**config.mk**
```make
export PLATFORM = sky130hd
export DESIGN_NAME = ght_ram
export DESIGN_NICKNAME = d
export VERILOG_FILES = /design/src/rtl/core/ght_ram.sv
export SDC_FILE = /design/constraint.sdc
export NUM_CORES = 1
export LEC_CHECK = 0
export ABC_CLOCK_PERIOD_IN_PS = 2000
export BUFFER_PORTS_ARGS = -buffer_cell sky130_fd_sc_hd__clkbuf_2
export CAP_MARGIN = 0
export CORE_MARGIN = 8
export CORE_UTILIZATION = 50
export CTS_BUF_LIST = sky130_fd_sc_hd__clkbuf_4
export DETAILED_ROUTE_END_ITERATION = 8
export PLACE_DENSITY = 0.75
export SYNTH_ARGS = -nofsm -noshare
export SYNTH_HDL_FRONTEND = slang
export SYNTH_SLANG_ARGS = --single-unit
export TNS_END_PERCENT = 1
```
**constraint.sdc**
```tcl
create_clock -name clk -period 2 [get_ports clk]
set_clock_uncertainty 0.1 [all_clocks]
set_input_delay 0.3 -clock clk [delete_from_list [all_inputs] [get_ports clk]]
set_output_delay 0.3 -clock clk [all_outputs]
set_load 0.02 [all_outputs]
```
**src/rtl/core/ght_ram.sv**
```systemverilog
// Generic simple dual-port RAM with one write port and a registered read port.
module ght_ram #(
    parameter int WIDTH = 8,
    parameter int DEPTH = 2
) (
    input  logic                                         clk,
    input  logic                                         we,
    input  logic [((DEPTH > 1) ? $clog2(DEPTH) : 1)-1:0] waddr,
    input  logic [WIDTH-1:0]                             wdata,
    input  logic                                         re,
    input  logic [((DEPTH > 1) ? $clog2(DEPTH) : 1)-1:0] raddr,
    output logic [WIDTH-1:0]                             rdata
);

    logic [WIDTH-1:0] mem [DEPTH];

    always_ff @(posedge clk)
    begin
        if (we)
        begin
            mem[waddr] <= wdata;
        end
        if (re)
        begin
            rdata <= mem[raddr];
        end
    end

endmodule

```
### Word-level counts from Yosys, hierarchy flattened

Memories as Yosys holds them, arrays and structs flattened. A register that Yosys moved wholly into a read port is not among the register bits.
Cells that the tools add are included.

| cells by class | value |
|---|---|
| shift operators | 0 |
| eq/ne operators | 0 |
| multiplexer cells | 2 |
| reductions and logical operators | 0 |
| multipliers | 0 |
| bitwise logic cells | 0 |
| order comparisons | 0 |
| div/mod/pow operators | 0 |
| add/subtract/negate cells | 0 |

Operators by type and width:

| kind | count |
|---|---|
| two-way mux 1 bit | 2 |

| word-level totals | value |
|---|---|
| bits in writable memories | 16 |
| word-level logic and storage cells | 3 |
| bits in registers | 0 |
| memories kept | 1 |
| input bits | 13 |
| memory bits (read-only) | 0 |
| bits in latches | 0 |
| output and inout bits | 8 |

Memories:

| name | words | width | read ports | clocked after Yosys merged registers in | write ports | line | text |
|---|---|---|---|---|---|---|---|
| mem | 2 | 8 | 1 | 1 | 1 | 15 | `logic [WIDTH-1:0] mem [DEPTH];` |

### Depth between registers and ports, before layout

| logic depth | value |
|---|---|
| depth after elaboration | 2 |
| depth in mapped cells | 2 |
| depth with buffers taken out | 1 |

### Least setup slack after synthesis

Ideal clock, no wire load.

| path | value |
|---|---|
| kind | in2reg |
| start | in we |
| end | mem mem[0][0], enable pin |
| data arrival time | 0.720 ns |
| library setup time | 0.373 ns |
| cell stages on the path | 1 |
| path slack | 0.807 ns |
| required time | 1.527 ns |
| cells stage by stage | nor2b_1 |

| between the ends | value |
|---|---|
| longest elaborated chain between the ends | 2 |

RTL lines:

| what | line | text |
|---|---|---|
| start: declaration | 7 | `input logic we,` |
| two-way mux 1 bit | 19 | `if (we)` |
| two-way mux 1 bit (not written as such) | 21 | `mem[waddr] <= wdata;` |
| end: declaration | 15 |  |

No other way between the ends.

### Worst setup path in the final report

| path | value |
|---|---|
| start | reg rdata[0] (read register of mem) |
| end | out rdata[0] |

RTL lines:

| what | line | text |
|---|---|---|
| start: declaration | 12 | `output logic [WIDTH-1:0] rdata` |

No word-level cell between the ends.

==> out/metrics.yaml <==
fin_crit_sh: 0.6224
yosys_warnings: 0
cp-start-kind: "flop"
ys_ff_latch: 24
design.die.area_um2: 3316
netSwitchingFraction: 0.1940
seqPwrFrac: 0.691
worst_pin_slew_ns: 0.6483
die_y_um: 57.59
crit_path_end_kind: "primary output"
cts_resized: 0
cts.hold.buffers_added: 0
ant_nets: 0
reg2reg_slack_ns: 1.00
grt_pass1_wl_um: 1642
slew_headroom: 0.5669
core_area_um2: 1670
critical_path_class: "flop to primary output"
netlist_area_um2: 864.6
maxSlewViolCount: 0
critPathSlowestCell: "edfxtp_1"
numCtsBuffers: 3
cp.required_ns: 1.60
htree_levels: 1
setup_viol: 0
yosysUniqueCellTypes: 5
clock_power_share: 0.219
postCtsSetupBuffers: 0
place_congestion: 0.6286
period_needed_ns: 1.245
first_pass_iters: 4
drc: 0
cts_sinks: 24
antenna_found_initial: 0
cts_tree: "yes"
grt_max_degree: 13
cp_max_fo: 1
p_int_uw: 701.7
final_common_cell: "edfxtp_1"
grt_remaining_overflow: 0
hold_path_class: "input port to flop"
ir_drop_uv: 522.2
diodes: 0
vias: 375
setup_slack_ns: 0.7552
cap_violations: 0
totalWireLength_um: 1035
start_util: 0.5176
path_delay_family: "flip-flops"
power.density_nw_per_um2: 873.0
clock_latency_ns: 0.30
crit_end: "rdata[0]"
leakage_nw: 0.3959
clockRootBuffer: "clkbuf_4"
rsz0062_at_grt: "false"
area_growth_pct: 15.34
fp-row-count: 15
hold_viol: 0
clk_pin_slew_ns: 0.11
p_switching_uw: 168.9
avgSynthCellArea_um2: 24.70
worstPathArrival_ns: 0.84
io_pins: 21
grt_pass1_vias: 409
final_cell_mix: "edfxtp_1 (24), clkbuf_2 (20), mux2_4 (8), clkbuf_4 (3)"
worstSetupStartpoint: "rdata[0]$_DFFE_PP_"
max_freq_mhz: 803.4
cp_cell_sequence: "clkbuf_2"
syn_nets: 48
grt_use_total: 0.06498
final_util: 0.5970
synthCells: 35
drt_iter0_drc: 3
crit_cells: 1
worst-path-buf-inv: 1
setup_tns_ns: 0
r2r_cells: 1
die_w_um: 57.59
r2r-end: "rdata[0]$_DFFE_PP_"
wl_per_cell_um: 13.99
drive_gt1_frac: 0.5439
yosysSeqAreaShare: 0.8336
nets: 72
io_buffers: 20
vias_per_cell: 5.068
cts_max_path_buffers: 2
comb_power_share: 0.090
r2r_start: "mem[0][0]$_DFFE_PP_"
cpPeakStageDelay_ns: 0.38
status: "completed"
place_ws_ns: 0.5980
==> power by group through the flow <==
| stage | clock network, mW | logic (mW) | registers [mW] |
|---|---|---|---|
| floorplan | 0 | 0.0344 | 0.628 |
| global placement | 0 | 0.0778 | 0.613 |
| detailed placement | 0 | 0.0797 | 0.614 |
| CTS | 0.196 | 0.0797 | 0.603 |
| global route | 0.220 | 0.0837 | 0.605 |
| finish | 0.191 | 0.0780 | 0.602 |
==> routing by layer <==
layer  vias to the layer above  GRT usage  part of all wire
li1                        182          -                 -
met2                        20     0.1045              0.45
met3                         0    0.03139              0.10
met5                         -          0                 0
met4                         0    0.04286                 0
met1                       173    0.06540              0.44
==> state kept, by name (all words and copies together) (netlist names) <==
register  flops
mem          16
rdata         8
==> cells in the mapped netlist, drive strengths merged <==
master | instances | area, um^2
and2 | 1 | 6.260
edfxtp | 24 | 720.7
nor2b | 1 | 6.260
mux2 | 8 | 120.1
buf | 1 | 11.26
==> final cells by class <==
cell class	instances	area, um^2
clock buffers	3	22.52
flip-flops and latches	24	720.7
fillers	122	673.1
multi-input cells	10	132.6
repair buffers	20	100.1
well taps	17	21.27
==> stage by stage <==
stage / hold WS, ns / cell area, um^2 / cells / total power, mW
global route: 0.06724 / 997.2 / 74 / 0.9081
global placement: 0.3922 / 974.7 / 71 / 0.6904
CTS: 0.07919 / 997.2 / 74 / 0.8784
floorplan: 0.2989 / 864.6 / 35 / 0.6627
detailed placement: 0.3938 / 974.7 / 71 / 0.6940
finish: 0.08411 / 997.2 / 74 / 0.8706
==> cell families after synthesis <==
family / Yosys count / share of synthesized area
buf+inv: 1 / 0.01302
flops: 24 / 0.8336
mux: 8 / 0.1389
simple gates: 2 / 0.01448
==> worst min-delay path by stage <==
stage               slack (ns)  cells past startpoint     start                   to
global route              0.07                      1  wdata[7]  mem[1][7]$_DFFE_PP_
detailed placement        0.39                      1  wdata[6]  mem[0][6]$_DFFE_PP_
floorplan                 0.30                      0  wdata[0]  mem[0][0]$_DFFE_PP_
CTS                       0.08                      1  wdata[6]  mem[0][6]$_DFFE_PP_
finish                    0.08                      1  wdata[6]  mem[0][6]$_DFFE_PP_
global placement          0.39                      1  wdata[6]  mem[0][6]$_DFFE_PP_
Power figures use the tool's default switching activity.
